File: config.mk
export PLATFORM = sky130hd
export DESIGN_NAME = buffer_descriptor_decoder_top
export DESIGN_NICKNAME = d
export VERILOG_FILES = /design/src/bdd_pkg.sv /design/src/bdd_decode.sv /design/src/buffer_descriptor_decoder_top.sv
export SDC_FILE = /design/constraint.sdc
export NUM_CORES = 1
export LEC_CHECK = 0
export BUFFER_PORTS_ARGS = -buffer_cell sky130_fd_sc_hd__buf_2
export CAP_MARGIN = 20
export CORE_MARGIN = 4
export CORE_UTILIZATION = 35
export DETAILED_ROUTE_END_ITERATION = 8
export PLACE_DENSITY_LB_ADDON = 0.3
export SKIP_CTS_REPAIR_TIMING = 1
export SYNTH_ARGS = -nofsm -noshare
export SYNTH_HDL_FRONTEND = slang
export SYNTH_SLANG_ARGS = --single-unit
File: constraint.sdc
create_clock -name clock -period 9.36 [get_ports clock]
set_input_delay 0.936 -clock clock [delete_from_list [all_inputs] [get_ports clock]]
set_output_delay 0.936 -clock clock [all_outputs]
set_load 0.05 [all_outputs]
File: src/bdd_pkg.sv
`default_nettype none

package bdd_pkg;

   // Field widths of one descriptor beat and one result beat.
   localparam int unsigned WORD_W   = 32;
   localparam int unsigned BASE_W   = 48;
   localparam int unsigned STRIDE_W = 14;
   localparam int unsigned COUNT_W  = 32;
   localparam int unsigned FMT_W    = 4;
   localparam int unsigned COMP_W   = 3;
   localparam int unsigned SIZE_W   = 32;
   localparam int unsigned DFMT_W   = 7;
   localparam int unsigned PROD_W   = COUNT_W + STRIDE_W;

   // Bit positions within the descriptor words.
   localparam int unsigned STRIDE_LSB = 16;
   localparam int unsigned DFMT_LSB   = 12;

   // Data format codes.
   localparam logic [FMT_W-1:0] FMT_UNKNOWN = 4'd0;
   localparam logic [FMT_W-1:0] FMT_UNORM8  = 4'd1;
   localparam logic [FMT_W-1:0] FMT_SNORM8  = 4'd2;
   localparam logic [FMT_W-1:0] FMT_UINT8   = 4'd3;
   localparam logic [FMT_W-1:0] FMT_SINT8   = 4'd4;
   localparam logic [FMT_W-1:0] FMT_UNORM16 = 4'd5;
   localparam logic [FMT_W-1:0] FMT_SNORM16 = 4'd6;
   localparam logic [FMT_W-1:0] FMT_UINT16  = 4'd7;
   localparam logic [FMT_W-1:0] FMT_SINT16  = 4'd8;
   localparam logic [FMT_W-1:0] FMT_FLOAT16 = 4'd9;
   localparam logic [FMT_W-1:0] FMT_UINT32  = 4'd10;
   localparam logic [FMT_W-1:0] FMT_SINT32  = 4'd11;
   localparam logic [FMT_W-1:0] FMT_FLOAT32 = 4'd12;

   typedef struct packed {
      logic [FMT_W-1:0]  code;
      logic [COMP_W-1:0] comps;
   } fmt_entry_type;

   typedef struct packed {
      logic [BASE_W-1:0]   base_address;
      logic [STRIDE_W-1:0] stride;
      logic [COUNT_W-1:0]  record_count;
      logic [FMT_W-1:0]    format_code;
      logic [COMP_W-1:0]   component_count;
      logic [SIZE_W-1:0]   byte_size;
   } result_type;

   // Combined format lookup; unlisted values decode as unknown with no components.
   function automatic fmt_entry_type fmt_lookup(input logic [DFMT_W-1:0] dfmt);
      fmt_entry_type e;
      e = '{code: FMT_UNKNOWN, comps: 3'd0};
      unique case (dfmt)
         7'd1:    e = '{FMT_UNORM8,  3'd1};
         7'd2:    e = '{FMT_SNORM8,  3'd1};
         7'd5:    e = '{FMT_UINT8,   3'd1};
         7'd6:    e = '{FMT_SINT8,   3'd1};
         7'd7:    e = '{FMT_UNORM16, 3'd1};
         7'd8:    e = '{FMT_SNORM16, 3'd1};
         7'd11:   e = '{FMT_UINT16,  3'd1};
         7'd12:   e = '{FMT_SINT16,  3'd1};
         7'd13:   e = '{FMT_FLOAT16, 3'd1};
         7'd14:   e = '{FMT_UNORM8,  3'd2};
         7'd15:   e = '{FMT_SNORM8,  3'd2};
         7'd18:   e = '{FMT_UINT8,   3'd2};
         7'd19:   e = '{FMT_SINT8,   3'd2};
         7'd20:   e = '{FMT_UINT32,  3'd1};
         7'd21:   e = '{FMT_SINT32,  3'd1};
         7'd22:   e = '{FMT_FLOAT32, 3'd1};
         7'd23:   e = '{FMT_UNORM16, 3'd2};
         7'd24:   e = '{FMT_SNORM16, 3'd2};
         7'd27:   e = '{FMT_UINT16,  3'd2};
         7'd28:   e = '{FMT_SINT16,  3'd2};
         7'd29:   e = '{FMT_FLOAT16, 3'd2};
         7'd56:   e = '{FMT_UNORM8,  3'd4};
         7'd57:   e = '{FMT_SNORM8,  3'd4};
         7'd60:   e = '{FMT_UINT8,   3'd4};
         7'd61:   e = '{FMT_SINT8,   3'd4};
         7'd62:   e = '{FMT_UINT32,  3'd2};
         7'd63:   e = '{FMT_SINT32,  3'd2};
         7'd64:   e = '{FMT_FLOAT32, 3'd2};
         7'd65:   e = '{FMT_UNORM16, 3'd4};
         7'd66:   e = '{FMT_SNORM16, 3'd4};
         7'd69:   e = '{FMT_UINT16,  3'd4};
         7'd70:   e = '{FMT_SINT16,  3'd4};
         7'd71:   e = '{FMT_FLOAT16, 3'd4};
         7'd72:   e = '{FMT_UINT32,  3'd3};
         7'd73:   e = '{FMT_SINT32,  3'd3};
         7'd74:   e = '{FMT_FLOAT32, 3'd3};
         7'd75:   e = '{FMT_UINT32,  3'd4};
         7'd76:   e = '{FMT_SINT32,  3'd4};
         7'd77:   e = '{FMT_FLOAT32, 3'd4};
         default: e = '{FMT_UNKNOWN, 3'd0};
      endcase
      return e;
   endfunction

endpackage

`default_nettype wire

File: src/bdd_decode.sv
`default_nettype none

module bdd_decode (
   input  wire logic [bdd_pkg::WORD_W-1:0] word0,
   input  wire logic [bdd_pkg::WORD_W-1:0] word1,
   input  wire logic [bdd_pkg::WORD_W-1:0] word2,
   input  wire logic [bdd_pkg::WORD_W-1:0] word3,
   output bdd_pkg::result_type             result
);
   import bdd_pkg::*;

   logic [STRIDE_W-1:0] stride;
   logic [PROD_W-1:0]   product;
   fmt_entry_type       fmt;

   // Field extraction straight from the descriptor words.
   assign stride  = word1[STRIDE_LSB +: STRIDE_W];
   assign fmt     = fmt_lookup(word3[DFMT_LSB +: DFMT_W]);
   assign product = PROD_W'(word2) * PROD_W'(stride);

   // Byte size: raw count when unstrided, otherwise the product saturated to 32 bits.
   always_comb begin
      result.base_address    = {word1[BASE_W-WORD_W-1:0], word0};
      result.stride          = stride;
      result.record_count    = word2;
      result.format_code     = fmt.code;
      result.component_count = fmt.comps;
      if (stride == '0) begin
         result.byte_size = word2;
      end else if (product[PROD_W-1:SIZE_W] != '0) begin
         result.byte_size = '1;
      end else begin
         result.byte_size = product[SIZE_W-1:0];
      end
   end

endmodule

`default_nettype wire

File: src/buffer_descriptor_decoder_top.sv
`default_nettype none

// Channel   Direction  Handshake               Payload
// req_      in         req_valid / req_ready   word0, word1, word2, word3
// rsp_      out        rsp_valid / rsp_ready   base_address, stride, record_count,
//                                              format_code, component_count, byte_size
//
// One descriptor beat is accepted per cycle while the input register is empty or the
// result register is free; a beat passes the input register, then the result register.
// The path between the input register and the result register holds the
// 32 x 14 record-count multiply, the saturation compare and the format table.
// Reset is synchronous and clears only the two valid flags.
// A stalled result holds the result register; the input register still takes a
// beat while it is empty, so one beat is buffered while the output waits.

module buffer_descriptor_decoder_top (
   input  wire logic                           clock,
   input  wire logic                           reset,
   input  wire logic                           req_valid,
   output logic                                req_ready,
   input  wire logic [bdd_pkg::WORD_W-1:0]     req_word0,
   input  wire logic [bdd_pkg::WORD_W-1:0]     req_word1,
   input  wire logic [bdd_pkg::WORD_W-1:0]     req_word2,
   input  wire logic [bdd_pkg::WORD_W-1:0]     req_word3,
   output logic                                rsp_valid,
   input  wire logic                           rsp_ready,
   output logic [bdd_pkg::BASE_W-1:0]          rsp_base_address,
   output logic [bdd_pkg::STRIDE_W-1:0]        rsp_stride,
   output logic [bdd_pkg::COUNT_W-1:0]         rsp_record_count,
   output logic [bdd_pkg::FMT_W-1:0]           rsp_format_code,
   output logic [bdd_pkg::COMP_W-1:0]          rsp_component_count,
   output logic [bdd_pkg::SIZE_W-1:0]          rsp_byte_size
);
   import bdd_pkg::*;

   logic              in_valid_ff, in_valid_in;
   logic [WORD_W-1:0] word0_ff, word1_ff, word2_ff, word3_ff;
   logic              out_valid_ff, out_valid_in;
   result_type        result_ff;
   result_type        decoded;
   logic              out_free;
   logic              advance;

   // Handshake control: the result register frees when empty or being taken.
   assign out_free  = !out_valid_ff || rsp_ready;
   assign advance   = in_valid_ff && out_free;
   assign req_ready = !in_valid_ff || out_free;

   assign in_valid_in  = (req_valid && req_ready) || (in_valid_ff && !out_free);
   assign out_valid_in = advance || (out_valid_ff && !rsp_ready);

   // Valid flags.
   always_ff @(posedge clock) begin
      if (reset) begin
         in_valid_ff  <= 1'b0;
         out_valid_ff <= 1'b0;
      end else begin
         in_valid_ff  <= in_valid_in;
         out_valid_ff <= out_valid_in;
      end
   end

   // Input register loads on every accepted beat.
   always_ff @(posedge clock) begin
      if (req_valid && req_ready) begin
         word0_ff <= req_word0;
         word1_ff <= req_word1;
         word2_ff <= req_word2;
         word3_ff <= req_word3;
      end
   end

   bdd_decode u_decode (
      .word0  (word0_ff),
      .word1  (word1_ff),
      .word2  (word2_ff),
      .word3  (word3_ff),
      .result (decoded)
   );

   // Result register loads when the decoded beat moves forward.
   always_ff @(posedge clock) begin
      if (advance) begin
         result_ff <= decoded;
      end
   end

   assign rsp_valid           = out_valid_ff;
   assign rsp_base_address    = result_ff.base_address;
   assign rsp_stride          = result_ff.stride;
   assign rsp_record_count    = result_ff.record_count;
   assign rsp_format_code     = result_ff.format_code;
   assign rsp_component_count = result_ff.component_count;
   assign rsp_byte_size       = result_ff.byte_size;

   // A beat held in the input register is not lost while the output stalls.
   a_hold_in: assert property (@(posedge clock) disable iff (reset)
      (in_valid_ff && !out_free) |=> (in_valid_ff && $stable(word2_ff)))
      else $error("input register lost a beat during an output stall");

   // A beat that moves forward shows up as the next result with its record count.
   a_advance: assert property (@(posedge clock) disable iff (reset)
      advance |=> (out_valid_ff && rsp_record_count == $past(word2_ff)))
      else $error("advanced beat did not reach the result register");

   // An unknown format always comes with no components, and only then.
   a_fmt_comps: assert property (@(posedge clock) disable iff (reset)
      out_valid_ff |-> ((rsp_format_code == FMT_UNKNOWN) == (rsp_component_count == '0)))
      else $error("format code and component count disagree");

   // An unstrided result reports the raw record count as its size.
   a_unstrided: assert property (@(posedge clock) disable iff (reset)
      (out_valid_ff && rsp_stride == '0) |-> (rsp_byte_size == rsp_record_count))
      else $error("unstrided size differs from record count");

   // Reset empties both registers.
   a_reset: assert property (@(posedge clock)
      reset |=> (!in_valid_ff && !out_valid_ff))
      else $error("valid flags not cleared by reset");

endmodule

`default_nettype wire

==> results of run 1 <==
worst reg2reg max path, delay by kind of cell (launching register included):
kind / cells / cell delay (ns)
DFF: 1 / 1.05
adders and majority gates: 7 / 3.46
and+or+nand+nor: 4 / 1.22
AOI/OAI and AO/OA: 6 / 1.55
buffers and inverters: 4 / 0.55
Yosys cell counts, types with 8 or more instances:
master	instances	share of area [%]
nor3_1	8	0.17
o211ai_1	9	0.29
a21o_1	9	0.29
and2_1	252	6.9
a21oi_1	71	1.5
clkbuf_1	93	1.5
nor2_1	90	1.5
xnor2_1	21	0.80
nand3_1	10	0.22
nand2_1	269	4.4
xor2_1	18	0.69
ha_1	116	6.3
buf_2	9	0.20
nand4_1	12	0.33
fa_1	357	31
a31oi_2	9	0.49
o21ai_0	47	1.0
inv_1	388	6.4
a31oi_1	28	0.76
edfxtp_1	234	31
routing by layer:
layer | part of all wire [%] | up-vias | track usage [%]
met5 | 0 | - | 0
met4 | 2.7 | 0 | 4.269
met3 | 5.4 | 95 | 2.906
met2 | 51 | 422 | 29.91
met1 | 41 | 8077 | 21.20
li1 | - | 7216 | -
area by class of cell:
cell class              count  area share (%)
clock buffers              33           2.698
clock inverters            15          0.8751
inverters                 390           5.657
multi-input cells        1433           53.89
flip-flops and latches    236           27.31
well taps                 855           4.134
repair buffers            262           5.444
final timing paths:
path / to / slack (ns) / cells past startpoint
max: rsp_byte_size[19] / 1.20 / 21
min: rsp_base_address[22] / 0.42 / 0
max reg2reg: rsp_byte_size[19] / 1.20 / 21
min reg2reg: rsp_base_address[22] / 0.42 / 0
state kept, by name, indices dropped and copies added (netlist names), 3 cells and up:
signal and count:
rsp_base_address 48, rsp_byte_size 32, rsp_component_count 3, rsp_format_code 4
rsp_record_count 32, rsp_stride 14, word0_ff 32, word1_ff 30
word2_ff 32, word3_ff 7
stage by stage:
stage	hold slack (ns)	cell area, µm²	utilization (%)
floorplan	0.4003	22930	-
global placement	0.4001	24910	38.51
detailed placement	0.4054	24910	38.51
CTS	0.4192	25840	39.94
global route	0.4269	25880	40.00
finish	0.4165	25880	40.00
layout by cell type, fill, tap and decap left out, drive strengths merged, types with 10 or more instances in the layout:
cell type  netlist  final
xor2            18     18
o211ai          11     11
buf             15    262
nand2          269    269
xnor2           21     21
clkbuf          93     33
fa             357    357
o21ai           50     50
a21oi           75     75
ha             116    116
nand3           10     10
nor2            90     90
a31oi           37     37
and2           253    253
nand4           12     12
inv            388    392
edfxtp         234    234
cell families after synthesis:
kind of cell,Yosys count,share of synthesized area (%)
buffers and inverters,498,8.398
DFF,236,30.82
AOI/OAI and AO/OA,237,6.854
and+or+nand+nor,679,14.72
adders and majority gates,473,37.50
xor gates and xnor gates,39,1.490
muxes,5,0.2183
==> flow_metrics.env, run 1 <==
export IMPL_synthFlopType="edfxtp_1"
export IMPL_cts_buffers=27
export IMPL_synth_edf_count=234
export IMPL_die_width_um=263.9
export IMPL_cp_arrival_ns=8.39
export IMPL_wl_um=58330
export IMPL_drc=0
export IMPL_ctsHtreeMaxLevel=1
export IMPL_dp_hpwl_um=45310
export IMPL_rows=93
export IMPL_grt_ovfl_total=0
export IMPL_synthCells=2167
export IMPL_timing_rr_start="word1_ff[24]"
export IMPL_start_kind="flip-flop"
export IMPL_fin_crit_sh_pct=87.22
export IMPL_drtIter0Drc=912
export IMPL_fillers=6379
export IMPL_fin_nets=2955
export IMPL_areaGrowthSynthToFinish_pct=12.87
export IMPL_status="completed"
export IMPL_multi_input_area_um2=13950
export IMPL_yosysWarnings=0
export IMPL_relSlewSlack_pct=28.28
export IMPL_drive_above_1_share_pct=13.89
export IMPL_portBuffers=239
export IMPL_dp_cells=3174
export IMPL_place_gp_congestion=0.8595
export IMPL_period_needed_ns=8.164
export IMPL_startpoint="word1_ff[24]"
export IMPL_critPathRequiredTime_ns=9.59
export IMPL_antenna_cells=0
export IMPL_syn_area_um2=22930
export IMPL_antenna_found_initial=0
export IMPL_worst_pin_slew_ns=1.076
export IMPL_crit_path_frequent_cell="fa_1"
export IMPL_drt_pre_antenna_iters=5
export IMPL_max_stage_delay_ns=1.05
export IMPL_initial_utilization_pct=35.44
export IMPL_vias=15810
export IMPL_crit_chain="nand2_1 -> fa_1 -> inv_1 -> fa_1 -> fa_1 -> fa_1 -> fa_1 -> inv_1 -> fa_1 -> inv_1 -> ha_1 -> nand2_1 -> nor4_2 -> o211ai_1 -> a21oi_1 -> a21oi_1 -> a211oi_2 -> o2111ai_1 -> nor4_4 -> buf_4 -> a31oi_1"
export IMPL_grt_pass1_wl_um=94460
export IMPL_worst_skew_pair_late_latency_ns=0.58
export IMPL_setup_viol=0
export IMPL_synth_seq_cells=236
export IMPL_die_h_um=263.9
export IMPL_path_clk_slew_ns=0.06
export IMPL_coreArea_um2=64700
export IMPL_cp_end_kind="flip-flop"
export IMPL_slew_violations=0
export IMPL_syn_num_nets=2772
export IMPL_crit_buf_inv=4
export IMPL_final_cells=3224
export IMPL_cp_slowest_cell="edfxtp_1"
export IMPL_timing_final_ws_setup_ns=1.196
export IMPL_clock_fmax_mhz=122.5
export IMPL_cp_max_fo=32
export IMPL_die_area_um2=69670
export IMPL_seq_area_um2=7067
export IMPL_clock_skew_ns=0.03718
export IMPL_dp_slack_ns=1.236
export IMPL_grt_start_max_net_pins=134
export IMPL_synth_cell_types=67
export IMPL_cap_violations=0
export IMPL_avgSynthCellArea_um2=10.58
export IMPL_synthArstFlopShare_pct=0
export IMPL_worstSetupPathType="reg2reg"
export IMPL_setup_tns_ns=0
export IMPL_clockBufferDepth=3
export IMPL_ys_seq_area_share_pct=30.82
export IMPL_grt_setup_unrepaired="false"
export IMPL_cts_tree="done"
export IMPL_grt_pass1_vias=17310
export IMPL_cts_sinks=236
export IMPL_pin_count=267
export IMPL_root_buffer="clkbuf_16"
export IMPL_hold_violations=0
export IMPL_final_antenna_net_count=0
export IMPL_critPathTopFamily="adder cells"
export IMPL_wl_per_cell_um=18.09
export IMPL_grt_util_all_layers_pct=16.78
export IMPL_hold_path_class="reg2reg"
export IMPL_via_per_inst=4.904
export IMPL_hp_start="word0_ff[22]"
Power of run 1 is not shown: default switching activity piles up to over one toggle a cycle in this logic, so the estimate is an artifact.
==> run 2, diff against run 1 <==
--- a/config.mk
+++ b/config.mk
@@ -8,7 +8,7 @@
 export BUFFER_PORTS_ARGS = -buffer_cell sky130_fd_sc_hd__buf_2
 export CAP_MARGIN = 20
 export CORE_MARGIN = 4
-export CORE_UTILIZATION = 35
+export CORE_UTILIZATION = 61
 export DETAILED_ROUTE_END_ITERATION = 8
 export PLACE_DENSITY_LB_ADDON = 0.3
 export SKIP_CTS_REPAIR_TIMING = 1
==> run 2 against run 1 <==
  * Final cell count decreased by 11%
  * Fmax is 1.4% higher
  * Global-route usage up 11 points
  * Clock skew is 0.022 ns lower
  * Die area shrank 42%
  * Non-clock buffer count fell by 1
  * Setup slack improved by 0.11 ns
==> flow_metrics.env, run 2 (synthesis gave the netlist of run 1 again) <==
export IMPL_status="completed"
export IMPL_start_kind="flip-flop"
export IMPL_crit_chain="buf_4 -> and2_1 -> fa_1 -> inv_1 -> fa_1 -> fa_1 -> fa_1 -> inv_1 -> fa_1 -> inv_1 -> fa_1 -> inv_1 -> ha_1 -> a21oi_1 -> o21ai_0 -> a221oi_1 -> o41ai_1 -> a211oi_1 -> xnor2_1 -> a211oi_2 -> o2111ai_1 -> nor4_4 -> buf_4 -> a31oi_1"
export IMPL_grt_util_all_layers_pct=27.85
export IMPL_cp_slowest_cell="edfxtp_1"
export IMPL_cp_arrival_ns=8.31
export IMPL_hold_path_class="reg2reg"
export IMPL_die_area_um2=40750
export IMPL_initial_utilization_pct=62.18
export IMPL_die_h_um=201.9
export IMPL_drive_above_1_share_pct=13.71
export IMPL_fin_nets=2952
export IMPL_cp_max_fo=32
export IMPL_final_cell_mix="inv_1 (388), fa_1 (357), nand2_1 (269)"
export IMPL_grt_ovfl_total=0
export IMPL_startpoint="word1_ff[24]"
export IMPL_fin_crit_sh_pct=86.04
export IMPL_dpl_instance_area_um2=24450
export IMPL_worst_pin_slew_ns=0.9491
export IMPL_grt_start_max_net_pins=74
export IMPL_relSlewSlack_pct=36.73
export IMPL_hold_path_cell_count=0
export IMPL_cts_buffers=25
export IMPL_worst_r2r_cell_count=24
export IMPL_pin_count=267
export IMPL_clock_skew_ns=0.01470
export IMPL_regToRegEndpoint="rsp_byte_size[11]"
export IMPL_cp_end_kind="flip-flop"
export IMPL_clockBufferDepth=3
export IMPL_max_stage_delay_ns=0.75
export IMPL_final_util_pct=68.56
export IMPL_wl_per_cell_um=19.33
export IMPL_cap_violations=0
export IMPL_wl_um=55440
export IMPL_grt_pass1_vias=17380
export IMPL_fillers=2784
export IMPL_setup_viol=0
export IMPL_r2r_setup_slack_ns=1.31
export IMPL_portBuffers=239
export IMPL_period_needed_ns=8.053
export IMPL_rows=70
export IMPL_antenna_found_initial=0
export IMPL_areaGrowthSynthToFinish_pct=10.25
export IMPL_setup_tns_ns=0
export IMPL_root_buffer="clkbuf_16"
export IMPL_path_clk_slew_ns=0.06
export IMPL_dp_hpwl_um=43010
export IMPL_critPathRequiredTime_ns=9.62
export IMPL_die_width_um=201.9
export IMPL_final_common_cell="inv_1"
export IMPL_slew_violations=0
export IMPL_cts_sinks=236
export IMPL_final_antenna_net_count=0
export IMPL_timing_rr_start="word1_ff[24]"
export IMPL_cts_tree="done"
export IMPL_hold_violations=0
export IMPL_worstHoldEndpoint="rsp_base_address[8]"
export IMPL_crit_path_frequent_cell="fa_1"
export IMPL_hp_start="word0_ff[8]"
export IMPL_largest_reg_flops=48
export IMPL_via_per_inst=5.623
export IMPL_grt_setup_unrepaired="false"
export IMPL_vias=16130
export IMPL_grt_pass1_wl_um=91360
export IMPL_antenna_cells=0
export IMPL_drtIter0Drc=935
export IMPL_ctsHtreeMaxLevel=1
export IMPL_drt_pre_antenna_iters=5
export IMPL_place_gp_congestion=0.9344
export IMPL_coreArea_um2=36870
export IMPL_postLayoutCellArea_um2=25280
export IMPL_drc=0
export IMPL_clock_fmax_mhz=124.2
export IMPL_worst_skew_pair_late_latency_ns=0.57
export IMPL_worstSetupPathType="reg2reg"
## run 2: changes by cell type in the layout (fill, tap and decap cells not counted)
| cell | change |
|---|---|
| clkinv_1 | +3 |
| clkbuf_16 | -2 |
| clkinv_2 | +2 |
| inv_8 | -2 |
| clkinv_4 | +1 |
| bufinv_16 | -4 |
| clkbuf_1 | -3 |
| buf_16 | +1 |
| buf_12 | -1 |
| buf_8 | -1 |
| inv_16 | +1 |
## run 2: worst max-delay path by stage
stage,endpoint,slack (ns),depth (start not counted)
4_1_cts,rsp_byte_size[9],1.33,26
3_3_place_gp,rsp_byte_size[11],1.36,26
2_1_floorplan,rsp_base_address[0],1.82,2
5_1_grt,rsp_byte_size[9],0.95,22
6_report,rsp_byte_size[11],1.31,24
3_5_place_dp,rsp_byte_size[9],1.37,26
## run 2: worst max-delay path: cells and delay by family (launching register included)
kind | cells | cell delay, ns
xor+xnor | 1 | 0.15
fa+ha+maj | 7 | 3.32
flops | 1 | 0.75
simple gates | 2 | 0.47
buf+inv | 6 | 0.98
compound gates | 8 | 2.04
## run 2: cell type report
cell class | instances | area (µm²) | area share, %
flip-flops and latches | 236 | 7067 | 27.95
repair buffers | 261 | 1401 | 5.543
clock inverters | 16 | 133.9 | 0.5296
multi-input cells | 1433 | 13950 | 55.17
inverters | 390 | 1464 | 5.791
clock buffers | 28 | 636.9 | 2.519
well taps | 504 | 630.6 | 2.495
## run 2: metrics by stage
step	hold WS (ns)	instances	setup WS, ns
after floorplan	0.4003	2167	1.823
after global placement	0.4001	2822	1.359
after detailed placement	0.4045	2822	1.367
after CTS	0.4166	2866	1.328
after global routing	0.4242	2868	0.9530
final	0.4146	2868	1.307
## run 2: per-layer routing
| layer | share of wire [%] | global-route usage (%) |
|---|---|---|
| met1 | 38 | 35.20 |
| met4 | 4.0 | 10.38 |
| met5 | 0 | 0 |
| met3 | 5.8 | 3.369 |
| met2 | 52 | 49.63 |
Power of run 2 is left out for the same reason.
